$ cat src/rtl/asbc_pkg.sv
// Package: types, codes and reset values of the spin backoff controller
`default_nettype none

package asbc_pkg;

   // Width of the spin counter by default
   localparam int SPIN_COUNT_BITS_DEF = 16;

   // Configuration port geometry
   localparam int CSR_ADDR_W = 5;
   localparam int CSR_DATA_W = 32;
   localparam int CSR_IDX_W  = 3;

   // Register indexes
   localparam logic [CSR_IDX_W-1:0] CSR_MIN_SPINS     = 3'd0;
   localparam logic [CSR_IDX_W-1:0] CSR_MAX_SPINS     = 3'd1;
   localparam logic [CSR_IDX_W-1:0] CSR_FIRST_SLEEP   = 3'd2;
   localparam logic [CSR_IDX_W-1:0] CSR_LONGEST_SLEEP = 3'd3;
   localparam logic [CSR_IDX_W-1:0] CSR_MOST_SLEEPS   = 3'd4;

   // Register reset values
   localparam logic [15:0] MIN_SPINS_RST     = 16'd10;
   localparam logic [15:0] MAX_SPINS_RST     = 16'd1000;
   localparam logic [9:0]  FIRST_SLEEP_RST   = 10'd1;
   localparam logic [9:0]  LONGEST_SLEEP_RST = 10'd1000;
   localparam logic [9:0]  MOST_SLEEPS_RST   = 10'd1000;

   // Adaptive allowance
   localparam logic [15:0] ALLOWED_RST = 16'd100;
   localparam logic [16:0] STEP_UP     = 17'd100;

   // Rounding constant for the Q31 growth factor
   localparam logic [40:0] HALF_Q31 = 41'h0_4000_0000;

   // Action codes
   localparam logic [1:0] ACT_SPIN     = 2'd0;
   localparam logic [1:0] ACT_SLEEP    = 2'd1;
   localparam logic [1:0] ACT_ACQUIRED = 2'd2;

   // One lock attempt
   typedef struct packed {
      logic        lock_taken;
      logic [30:0] random_fraction;
   } asbc_req_type;

   // One result
   typedef struct packed {
      logic [1:0] action;
      logic [9:0] sleep_time;
      logic [9:0] sleeps_done;
      logic       timeout;
   } asbc_rsp_type;

   // Configuration registers as seen by the core
   typedef struct packed {
      logic [15:0] min_spins;
      logic [15:0] max_spins;
      logic [9:0]  first_sleep;
      logic [9:0]  longest_sleep;
      logic [9:0]  most_sleeps;
   } asbc_cfg_type;

   // Replace zero by one
   function automatic logic [9:0] at_least_one(input logic [9:0] v);
      return (v == 10'd0) ? 10'd1 : v;
   endfunction

endpackage

`default_nettype wire

$ cat src/rtl/adaptive_spin_backoff_controller_top.sv
// Top level of the adaptive spin-lock backoff controller
//
//   channel | direction | handshake        | payload
//   req     | in        | req_valid/stall  | asbc_req_type (lock_taken, random_fraction)
//   rsp     | out       | rsp_valid/stall  | asbc_rsp_type (action, sleep_time, ...)
//   csr     | in/out    | psel/penable     | five registers at byte address 4*i
//
// One attempt per cycle unless rsp stalls; an attempt that transfers in is offered on rsp after
// the input register, then decision logic with one 10x31 multiply into the result register.
// The backoff state updates in the same cycle an attempt moves into the result register.
// Reset clears the stage valids and loads the register and state reset values.
// A stall on rsp holds the result register and, behind it, the input register.
`default_nettype none

module adaptive_spin_backoff_controller_top
   import asbc_pkg::*;
#(
   parameter int SPIN_COUNT_BITS = SPIN_COUNT_BITS_DEF
)(
   input  wire logic                  clock,
   input  wire logic                  reset,
   input  wire logic                  req_valid,
   output      logic                  req_stall,
   input  wire asbc_req_type          req_data,
   output      logic                  rsp_valid,
   input  wire logic                  rsp_stall,
   output      asbc_rsp_type          rsp_data,
   input  wire logic                  csr_psel,
   input  wire logic                  csr_penable,
   input  wire logic                  csr_pwrite,
   input  wire logic [CSR_ADDR_W-1:0] csr_paddr,
   input  wire logic [CSR_DATA_W-1:0] csr_pwdata,
   output      logic [CSR_DATA_W-1:0] csr_prdata,
   output      logic                  csr_pready
);

   asbc_cfg_type cfg;
   asbc_req_type in_data_ff;
   logic         in_valid_ff;
   asbc_rsp_type out_data_ff;
   logic         out_valid_ff;
   asbc_rsp_type step_rsp;
   logic         advance;

   asbc_csr u_csr (
      .clock       (clock),
      .reset       (reset),
      .csr_psel    (csr_psel),
      .csr_penable (csr_penable),
      .csr_pwrite  (csr_pwrite),
      .csr_paddr   (csr_paddr),
      .csr_pwdata  (csr_pwdata),
      .csr_prdata  (csr_prdata),
      .csr_pready  (csr_pready),
      .cfg         (cfg)
   );

   asbc_core #(
      .SPIN_COUNT_BITS (SPIN_COUNT_BITS)
   ) u_core (
      .clock   (clock),
      .reset   (reset),
      .step_en (advance),
      .req     (in_data_ff),
      .cfg     (cfg),
      .rsp     (step_rsp)
   );

   // Move an attempt on when the result register is free or being emptied
   assign advance   = in_valid_ff & (~out_valid_ff | ~rsp_stall);
   assign req_stall = in_valid_ff & ~advance;
   assign rsp_valid = out_valid_ff;
   assign rsp_data  = out_data_ff;

   // Input register
   always_ff @(posedge clock) begin
      if (reset) begin
         in_valid_ff <= 1'b0;
      end else if (!req_stall) begin
         in_valid_ff <= req_valid;
      end
   end

   always_ff @(posedge clock) begin
      if (!req_stall) begin
         in_data_ff <= req_data;
      end
   end

   // Result register
   always_ff @(posedge clock) begin
      if (reset) begin
         out_valid_ff <= 1'b0;
      end else if (advance) begin
         out_valid_ff <= 1'b1;
      end else if (!rsp_stall) begin
         out_valid_ff <= 1'b0;
      end
   end

   always_ff @(posedge clock) begin
      if (advance) begin
         out_data_ff <= step_rsp;
      end
   end

endmodule

`default_nettype wire

$ cat src/rtl/asbc_csr.sv
// Configuration register file with an APB-style access port
`default_nettype none

module asbc_csr
   import asbc_pkg::*;
(
   input  wire logic                  clock,
   input  wire logic                  reset,
   input  wire logic                  csr_psel,
   input  wire logic                  csr_penable,
   input  wire logic                  csr_pwrite,
   input  wire logic [CSR_ADDR_W-1:0] csr_paddr,
   input  wire logic [CSR_DATA_W-1:0] csr_pwdata,
   output      logic [CSR_DATA_W-1:0] csr_prdata,
   output      logic                  csr_pready,
   output      asbc_cfg_type          cfg
);

   asbc_cfg_type         cfg_ff;
   logic                 wr_en;
   logic [CSR_IDX_W-1:0] idx;

   assign csr_pready = 1'b1;
   assign wr_en      = csr_psel & csr_penable & csr_pwrite;
   assign idx        = csr_paddr[CSR_ADDR_W-1:2];
   assign cfg        = cfg_ff;

   // Write the addressed register at the access cycle
   always_ff @(posedge clock) begin
      if (reset) begin
         cfg_ff.min_spins     <= MIN_SPINS_RST;
         cfg_ff.max_spins     <= MAX_SPINS_RST;
         cfg_ff.first_sleep   <= FIRST_SLEEP_RST;
         cfg_ff.longest_sleep <= LONGEST_SLEEP_RST;
         cfg_ff.most_sleeps   <= MOST_SLEEPS_RST;
      end else if (wr_en) begin
         unique case (idx)
            CSR_MIN_SPINS:     cfg_ff.min_spins     <= csr_pwdata[15:0];
            CSR_MAX_SPINS:     cfg_ff.max_spins     <= csr_pwdata[15:0];
            CSR_FIRST_SLEEP:   cfg_ff.first_sleep   <= csr_pwdata[9:0];
            CSR_LONGEST_SLEEP: cfg_ff.longest_sleep <= csr_pwdata[9:0];
            CSR_MOST_SLEEPS:   cfg_ff.most_sleeps   <= csr_pwdata[9:0];
            default: ;
         endcase
      end
   end

   // Return the addressed register, zero outside the map
   always_comb begin
      unique case (idx)
         CSR_MIN_SPINS:     csr_prdata = CSR_DATA_W'(cfg_ff.min_spins);
         CSR_MAX_SPINS:     csr_prdata = CSR_DATA_W'(cfg_ff.max_spins);
         CSR_FIRST_SLEEP:   csr_prdata = CSR_DATA_W'(cfg_ff.first_sleep);
         CSR_LONGEST_SLEEP: csr_prdata = CSR_DATA_W'(cfg_ff.longest_sleep);
         CSR_MOST_SLEEPS:   csr_prdata = CSR_DATA_W'(cfg_ff.most_sleeps);
         default:           csr_prdata = '0;
      endcase
   end

endmodule

`default_nettype wire

$ cat src/rtl/asbc_core.sv
// Backoff state and the per-attempt decision logic
`default_nettype none

module asbc_core
   import asbc_pkg::*;
#(
   parameter int SPIN_COUNT_BITS = SPIN_COUNT_BITS_DEF
)(
   input  wire logic         clock,
   input  wire logic         reset,
   input  wire logic         step_en,
   input  wire asbc_req_type req,
   input  wire asbc_cfg_type cfg,
   output      asbc_rsp_type rsp
);

   localparam int CMP_W = (SPIN_COUNT_BITS > 16) ? SPIN_COUNT_BITS : 16;

   logic [SPIN_COUNT_BITS-1:0] spin_count_ff, spin_count_in;
   logic [9:0]                 sleep_count_ff, sleep_count_in;
   logic [9:0]                 backoff_time_ff, backoff_time_in;
   logic [15:0]                spins_allowed_ff, spins_allowed_in;

   logic [SPIN_COUNT_BITS-1:0] spin_inc;
   logic                       sleep_now;
   logic [9:0]                 sleep_inc;
   logic [9:0]                 b_use;
   logic [9:0]                 cap;
   logic [40:0]                prod;
   logic [40:0]                rounded;
   logic [10:0]                grown;
   logic [16:0]                up;
   logic [15:0]                down;

   // Counted spin, saturating at the counter's top
   assign spin_inc  = (&spin_count_ff) ? spin_count_ff : spin_count_ff + 1'b1;
   assign sleep_now = CMP_W'(spin_inc) >= CMP_W'(spins_allowed_ff);

   // Sleep count, saturating at the limit and at the field's top
   assign sleep_inc = ((sleep_count_ff < cfg.most_sleeps) && !(&sleep_count_ff))
                      ? sleep_count_ff + 10'd1 : sleep_count_ff;

   // Grow the backoff by b * r / 2^31, rounded half up, then clamp
   assign b_use   = (backoff_time_ff == 10'd0) ? at_least_one(cfg.first_sleep)
                                               : backoff_time_ff;
   assign cap     = at_least_one(cfg.longest_sleep);
   assign prod    = 41'(b_use) * 41'(req.random_fraction);
   assign rounded = prod + HALF_Q31;
   assign grown   = {1'b0, b_use} + {1'b0, rounded[40:31]};

   // Allowance steps
   assign up   = {1'b0, spins_allowed_ff} + STEP_UP;
   assign down = spins_allowed_ff - 16'd1;

   // Next state and result of one attempt
   always_comb begin
      spin_count_in    = spin_count_ff;
      sleep_count_in   = sleep_count_ff;
      backoff_time_in  = backoff_time_ff;
      spins_allowed_in = spins_allowed_ff;
      rsp.action       = ACT_SPIN;
      rsp.sleep_time   = 10'd0;
      rsp.sleeps_done  = 10'd0;
      rsp.timeout      = sleep_count_ff >= cfg.most_sleeps;
      if (req.lock_taken) begin
         rsp.action      = ACT_ACQUIRED;
         rsp.sleeps_done = sleep_count_ff;
         // Adapt the allowance: up when the acquire never slept, down when it did
         if (backoff_time_ff == 10'd0) begin
            if (spins_allowed_ff < cfg.max_spins) begin
               spins_allowed_in = (up < {1'b0, cfg.max_spins}) ? up[15:0] : cfg.max_spins;
            end
         end else if (spins_allowed_ff > cfg.min_spins) begin
            spins_allowed_in = (down > cfg.min_spins) ? down : cfg.min_spins;
         end
         spin_count_in   = '0;
         sleep_count_in  = 10'd0;
         backoff_time_in = 10'd0;
      end else if (sleep_now) begin
         rsp.action      = ACT_SLEEP;
         rsp.sleep_time  = b_use;
         rsp.timeout     = sleep_inc >= cfg.most_sleeps;
         sleep_count_in  = sleep_inc;
         backoff_time_in = (grown > {1'b0, cap}) ? cap : grown[9:0];
         spin_count_in   = '0;
      end else begin
         spin_count_in = spin_inc;
      end
   end

   // Advance the state once per transfer into the result stage
   always_ff @(posedge clock) begin
      if (reset) begin
         spin_count_ff    <= '0;
         sleep_count_ff   <= 10'd0;
         backoff_time_ff  <= 10'd0;
         spins_allowed_ff <= ALLOWED_RST;
      end else if (step_en) begin
         spin_count_ff    <= spin_count_in;
         sleep_count_ff   <= sleep_count_in;
         backoff_time_ff  <= backoff_time_in;
         spins_allowed_ff <= spins_allowed_in;
      end
   end

endmodule

`default_nettype wire

$ cat config.mk
export PLATFORM = sky130hd
export DESIGN_NAME = adaptive_spin_backoff_controller_top
export DESIGN_NICKNAME = d
export VERILOG_FILES = /design/src/rtl/asbc_pkg.sv /design/src/rtl/adaptive_spin_backoff_controller_top.sv /design/src/rtl/asbc_csr.sv /design/src/rtl/asbc_core.sv
export SDC_FILE = /design/constraint.sdc
export NUM_CORES = 1
export LEC_CHECK = 0
export BUFFER_PORTS_ARGS = -buffer_cell sky130_fd_sc_hd__clkbuf_2
export CAP_MARGIN = 20
export CORE_ASPECT_RATIO = 1.25
export CORE_MARGIN = 2
export CORE_UTILIZATION = 57
export CTS_BUF_LIST = sky130_fd_sc_hd__clkbuf_4 sky130_fd_sc_hd__clkbuf_8
export DETAILED_ROUTE_END_ITERATION = 12
export GPL_TIMING_DRIVEN = 0
export HOLD_SLACK_MARGIN = 0.15
export PLACE_DENSITY = 0.85
export SLEW_MARGIN = 20
export SYNTH_ARGS = -nofsm -noshare
export SYNTH_HDL_FRONTEND = slang
export SYNTH_SLANG_ARGS = --single-unit
export TNS_END_PERCENT = 1
$ cat constraint.sdc
create_clock -name clock -period 12.7 [get_ports clock]
set_input_delay 1.905 -clock clock [delete_from_list [all_inputs] [get_ports clock]]
set_output_delay 1.905 -clock clock [all_outputs]
set_load 0.05 [all_outputs]
# Word-level counts from Yosys, hierarchy flattened
# Cells that the tools add are included.
dict set report totals {
  ff_bits 171
  in_bits 76
  elab_cells 89
}
dict set report op_classes {
  n_addsub 6
  multipliers 1
  order_cmp 9
  n_eq_ne 6
  n_mux 23
  bitwise_logic 9
  reduce_logical 18
}
# cell count
set op_table {}
lappend op_table {{$mux 16} 8}
lappend op_table {{$mux 10} 9}
lappend op_table {{$pmux 16 s5} 1}
lappend op_table {{$add 41x31->41 const B} 1}
lappend op_table {{$mul 10x31->41} 1}
lappend op_table {{$gt 16x16->1} 2}
lappend op_table {{$logic_not 10->1} 3}
lappend op_table {{$ge 10x10->1} 2}
lappend op_table {{$add 16x7->17 const B} 1}
lappend op_table {{$lt 17x16->1} 1}
lappend op_table {{$add 16x1->16 const B} 1}
lappend op_table {{$ge 16x16->1} 1}
lappend op_table {{$lt 16x16->1} 1}
lappend op_table {{$reduce_and 16->1} 1}
lappend op_table {{$sub 16x1->16 const B} 1}
lappend op_table {{$reduce_and 2->1} 6}
lappend op_table {{$add 10x10->11} 1}
lappend op_table {{$gt 11x10->1} 1}
lappend op_table {{$mux 11} 1}
lappend op_table {{$add 10x1->10 const B} 1}
lappend op_table {{$lt 10x10->1} 1}
lappend op_table {{$reduce_and 10->1} 1}
lappend op_table {{$eq 3x2->1 const B} 2}
lappend op_table {{$and 1x1->1} 4}
lappend op_table {{13 further kinds} 20}

# Depth between registers and ports, before layout
dict set report logic_depth {
  word_depth 10
  mapped_depth 43
  ltp_nobuf 40
}

# Cells and area by module
# Synthesis repeated with hierarchy kept, for this count alone.
dict set report hier_totals {
  hier_cells 2351
  area_unflattened_um2 20928.8
}
# module n_inst cells_each area_per_inst_um2 seq_area_each_um2
set by_module_without_submodules {}
lappend by_module_without_submodules {asbc_core 1 1964 16040.4 1041.0}
lappend by_module_without_submodules {asbc_csr 1 323 3154.3 1241.2}
lappend by_module_without_submodules {adaptive_spin_backoff_controller_top 1 64 1734.2 1691.6}

# Least setup slack after synthesis
# Ideal clock, no wire load.
dict set report synth_path {
  path_type {register to register}
  from {reg u_core.backoff_time_ff[1]}
  to {reg u_core.backoff_time_ff[9]}
  setup_ps 122
  arrival_time_ps 9061
  slack_ps 3517
  path_stages_with_launch 42
  path_buffers 4
  path_cell_list {dfxtp_1 -> nor4_2 -> and3_1 -> buf_4 -> clkbuf_1 -> a21o_1 -> buf_1 -> nand2_1 -> fa_1 -> fa_1 -> inv_1 -> fa_1 -> fa_1 -> inv_1 -> fa_1 -> inv_1 -> ha_1 -> a211oi_1 -> [... 6 more ...] -> a21o_1 -> xor2_1 -> ha_1 -> inv_1 -> o21bai_1 -> a21o_1 -> a21oi_1 -> o21a_1 -> xnor2_1 -> ha_1 -> a21o_1 -> a21oi_1 -> o21ai_0 -> a221o_1 -> o21bai_1 -> buf_1 -> mux2i_1 -> a21oi_1}
}
dict set report synth_between {
  elab_chain_cells 9
}
# item line
set synth_lines {}
lappend synth_lines {{from (decl)} asbc_core.sv:21} ;# logic [9:0] backoff_time_ff, backoff_time_in;
lappend synth_lines {{from (signal assigned)} asbc_core.sv:101} ;# backoff_time_ff <= backoff_time_in;
lappend synth_lines {{$logic_not 10->1 (*)} asbc_core.sv:44} ;# assign b_use = (backoff_time_ff == 10'd0) ? at_least_one(cfg.first_sleep)
lappend synth_lines {{$mux 10 (*)} asbc_core.sv:44}
lappend synth_lines {{named net u_core.b_use[3]} asbc_core.sv:27} ;# logic [9:0] b_use;
lappend synth_lines {{$mul 10x31->41} asbc_core.sv:47} ;# assign prod = 41'(b_use) * 41'(req.random_fraction);
lappend synth_lines {{$add 41x31->41} asbc_core.sv:48} ;# assign rounded = prod + HALF_Q31;
lappend synth_lines {{$add 10x10->11 (*)} asbc_core.sv:49} ;# assign grown = {1'b0, b_use} + {1'b0, rounded[40:31]};
lappend synth_lines {{$gt 11x10->1} asbc_core.sv:84} ;# backoff_time_in = (grown > {1'b0, cap}) ? cap : grown[9:0];
lappend synth_lines {{$mux 10 (*)} asbc_core.sv:84}
lappend synth_lines {{$mux 10 (*)} asbc_core.sv:79} ;# end else if (sleep_now) begin
lappend synth_lines {{$mux 10 (*)} asbc_core.sv:65} ;# if (req.lock_taken) begin
# The timed path passes the listed nets; every way through them passes the cells marked *. The select of a mux whose other input is x is not followed.
# A chain may end at the register's enable or synchronous reset.

# Worst setup path in the final report
# Same ends and word-level chain as after synthesis.

==> out/qor.txt <==
Synth Area per Inst: 8.730 um2
Routability cong.: 0.9645
CORE AREA: 35170 um2
Ys async rst share: 0
Sw Ratio: 0.3718
ANT cells: 0
Hold Path Class: reg -> reg
Largest net degree at the start of global routing: 33
Nets@finish: 2973
Drt total wl: 57880 um
Core Rows: 77
CTS H-tree lvls: 4
TritonCTS clock tree: yes
Crit path required time: 13130 ps
DR WL/cell: 19.75 um
First-pass GRT wire length: 92250 um
DP Area: 21350 um2
Die extent in x: 172.3 um
GRT met3 Usage: 0.05057
Synthesized cell area: 20190 um2
DRT Pass-1 Iters: 6
Via density: 5.893
Grt ovf: 0
Synth-to-Final Area Change: 7.721%
Netlist cell types: 72
Worst-margin pin slew: 1016 ps
RSZ-0062 raised after global routing: false
Data arrival time at the worst-slack endpoint: 11980 ps
Setup Buffers After CTS: 0
Hold Buf Count CTS: 0
Status: completed
Starting Density: 0.5742
Final period util: 0.9097
Leak Pwr: 10.35 nW
Clk root buf: clkbuf_8
Most Used Layer, Global Route: met2
# port buffers: 96
Die area: 36960 um2
Sequential share of power: 0.444
Clk slew on worst S/H paths: 120 ps
Vias in the first global route: 18246
Max rail drop VDD: 69.90 uV
CP max-delay cell: nor4_1
Comb power frac: 0.244
FF+latch count, synth: 171
CP Capture Type: flop
Max Slew Vio Count: 0
Rel. slew slack: 0.3172
Met1 GRT Util: 0.3622
Worst-Skew Late Latency: 550 ps
Die height: 214.4 um
Layout cells sized above 1: 0.06878
Met2 GRT Util: 0.5585
DP HPWL: 46810 um
Gate Count Post-Synth: 2313
Clk network pwr share: 0.312
DR iter-0 viols: 1446
Sink Count: 171
Final min period: 11550 ps
Net switching power: 0.0004960 W
Clock skew: 26.99 ps
# resized after CTS: 0
Maxcap violations: 0
Routed Antenna Nets: 0
Layout Cells excl Fill: 2931
Routed vias: 17272
Final setup fails: 0
Max Buffers Root-to-Sink: 2
Critical Path Max Stage Delay: 810 ps
Int Pwr: 0.0008382 W
DRC Markers: 0
Post-synthesis sequential area ratio: 0.1968
Critical path peak fanout: 10
Startpoint types: flop
Num CTS Buffers: 17
Count of synthesis-stage warnings from yosys: 0
Antenna violations before repair: 0
Final Hold Vio Count: 0
Pwr per Cell Area: 61.34 nW/um2
Gr usage total: 0.3226
EDFF count, synth: 55
Fmax: 0.08656 GHz
Most used DFF post-synth: dfxtp_1
CP Class: reg -> reg
Setup TNS: 0 ps
IO Pins: 134
Cells after DPL: 2899
Design Area, Final: 21750 um2
## state kept, by name (all words and copies together), names as in the netlist
| signal | flops |
|---|---|
| rsp_valid | 1 |
| u_core.sleep_count_ff | 10 |
| in_data_ff | 32 |
| u_core.spins_allowed_ff | 16 |
| in_valid_ff | 1 |
| u_csr.cfg | 62 |
| u_core.spin_count_ff | 16 |
| u_core.backoff_time_ff | 10 |
| rsp_data | 23 |
## worst max-delay path, delay by kind of cell (launching register included)
family / cells / cell delay, ps
AOI/OAI and AO/OA: 10 / 2130
xor gates and xnor gates: 1 / 180
adders and majority gates: 8 / 3550
buffers and inverters: 9 / 1940
DFF: 1 / 370
muxes: 1 / 470
and+or+nand+nor: 11 / 2760
## cell usage after synthesis, types with 12 or more instances
library cell	instances	area share
o21ai_0	48	0.012
dfxtp_1	116	0.12
and3_1	21	0.0065
fa_1	231	0.23
xnor2_1	43	0.019
nand4_1	31	0.0096
clkbuf_1	81	0.015
a21o_1	48	0.018
ha_1	222	0.14
buf_4	18	0.0067
and2_1	131	0.041
nand3_1	37	0.0092
a21oi_1	111	0.028
o211ai_1	12	0.0045
nor2_1	112	0.021
edfxtp_1	55	0.082
nand2_1	313	0.058
inv_1	351	0.065
a211o_1	24	0.010
a211oi_1	20	0.0074
nor3_1	30	0.0074
buf_1	37	0.0069
nor2b_1	12	0.0037
xor2_1	17	0.0074
mux2i_1	57	0.028
## area by class of cell
| class | instances | area [um2] |
|---|---|---|
| Buffer | 138 | 589.3 |
| Clock buffer | 17 | 234.0 |
| Clock inverter | 15 | 163.9 |
| Fill cell | 2881 | 13410 |
| Inverter | 353 | 1328 |
| Multi-Input combinational cell | 1666 | 14370 |
| Sequential cell | 171 | 3974 |
| Tap cell | 474 | 593.1 |
| Timing Repair Buffer | 97 | 500.5 |
## power by group through the flow
stage | Clock [W] | Combinational [W] | Sequential [W]
after floorplan | 0 | 0.000220 | 0.000609
after global placement | 0 | 0.000309 | 0.000603
after detailed placement | 0 | 0.000318 | 0.000603
after CTS | 0.000416 | 0.000320 | 0.000591
after global routing | 0.000437 | 0.000361 | 0.000593
final | 0.000417 | 0.000326 | 0.000592
## routing by layer
metal / share of wire / wire length, um / up-vias
met3: 0.066 / 3795 / 234
met4: 0.070 / 4024 / 0
met5: 0 / 0 / -
li1: - / - / 7782
met2: 0.50 / 29160 / 878
met1: 0.36 / 20900 / 8378
## cell families (layout without fill, tap and decap cells)
logic type | count (synthesis) | count (layout) | share of synthesized area
mux | 59 | 59 | 0.02937
fa+ha+maj | 453 | 453 | 0.3666
compound gates | 346 | 346 | 0.1132
buf+inv | 491 | 620 | 0.09487
xor+xnor | 60 | 60 | 0.02603
simple gates | 731 | 731 | 0.1728
other cells | 2 | 17 | 0.0003719
flops | 171 | 171 | 0.1968
## per-stage QoR
stage / power [W] / hold WS [ps] / utilization / setup slack [ps]
final: 0.001334 / 482.6 / 0.6185 / 1147
after CTS: 0.001327 / 486.4 / 0.6184 / 1308
after global routing: 0.001391 / 515.9 / 0.6185 / 564.9
after global placement: 0.0009118 / 460.7 / 0.6063 / 1637
after floorplan: 0.0008289 / 448.7 / - / 3517
after detailed placement: 0.0009211 / 471.3 / 0.6071 / 1377
## worst paths after layout
check                                    startpoint                                      to  slack (ps)  cells after the start
min reg2reg              u_csr.cfg[44]$_SDFFE_PP0P_              u_csr.cfg[44]$_SDFFE_PP0P_         480                      2
max reg2reg  u_core.backoff_time_ff[1]$_SDFFE_PP0P_  u_core.backoff_time_ff[9]$_SDFFE_PP0P_        1150                     40
max          u_core.backoff_time_ff[1]$_SDFFE_PP0P_  u_core.backoff_time_ff[9]$_SDFFE_PP0P_        1150                     40
min                      u_csr.cfg[44]$_SDFFE_PP0P_              u_csr.cfg[44]$_SDFFE_PP0P_         480                      2
## cell usage in the layout (no fill, tap or decap), types with 8 or more instances in the layout
master / n
nor3_1: 29
a211oi_1: 20
buf_1: 37
buf_4: 18
clkbuf_1: 80
clkbuf_8: 17
a31oi_1: 10
nand3_1: 36
edfxtp_1: 55
inv_1: 351
clkbuf_2: 98
conb_1: 17
a311oi_1: 8
ha_1: 222
nand2b_1: 8
o211ai_1: 12
and3_1: 21
nor2_1: 112
mux2i_1: 57
o22ai_1: 10
dfxtp_1: 116
nor2b_1: 12
xnor2_1: 43
fa_1: 231
nand2_1: 313
and2_1: 131
xor2_1: 17
a211o_1: 24
nand4_1: 31
a21oi_1: 111
o21a_1: 10
o21ai_0: 48
a21o_1: 48
Note: power is estimated with default switching activity, not from simulation.
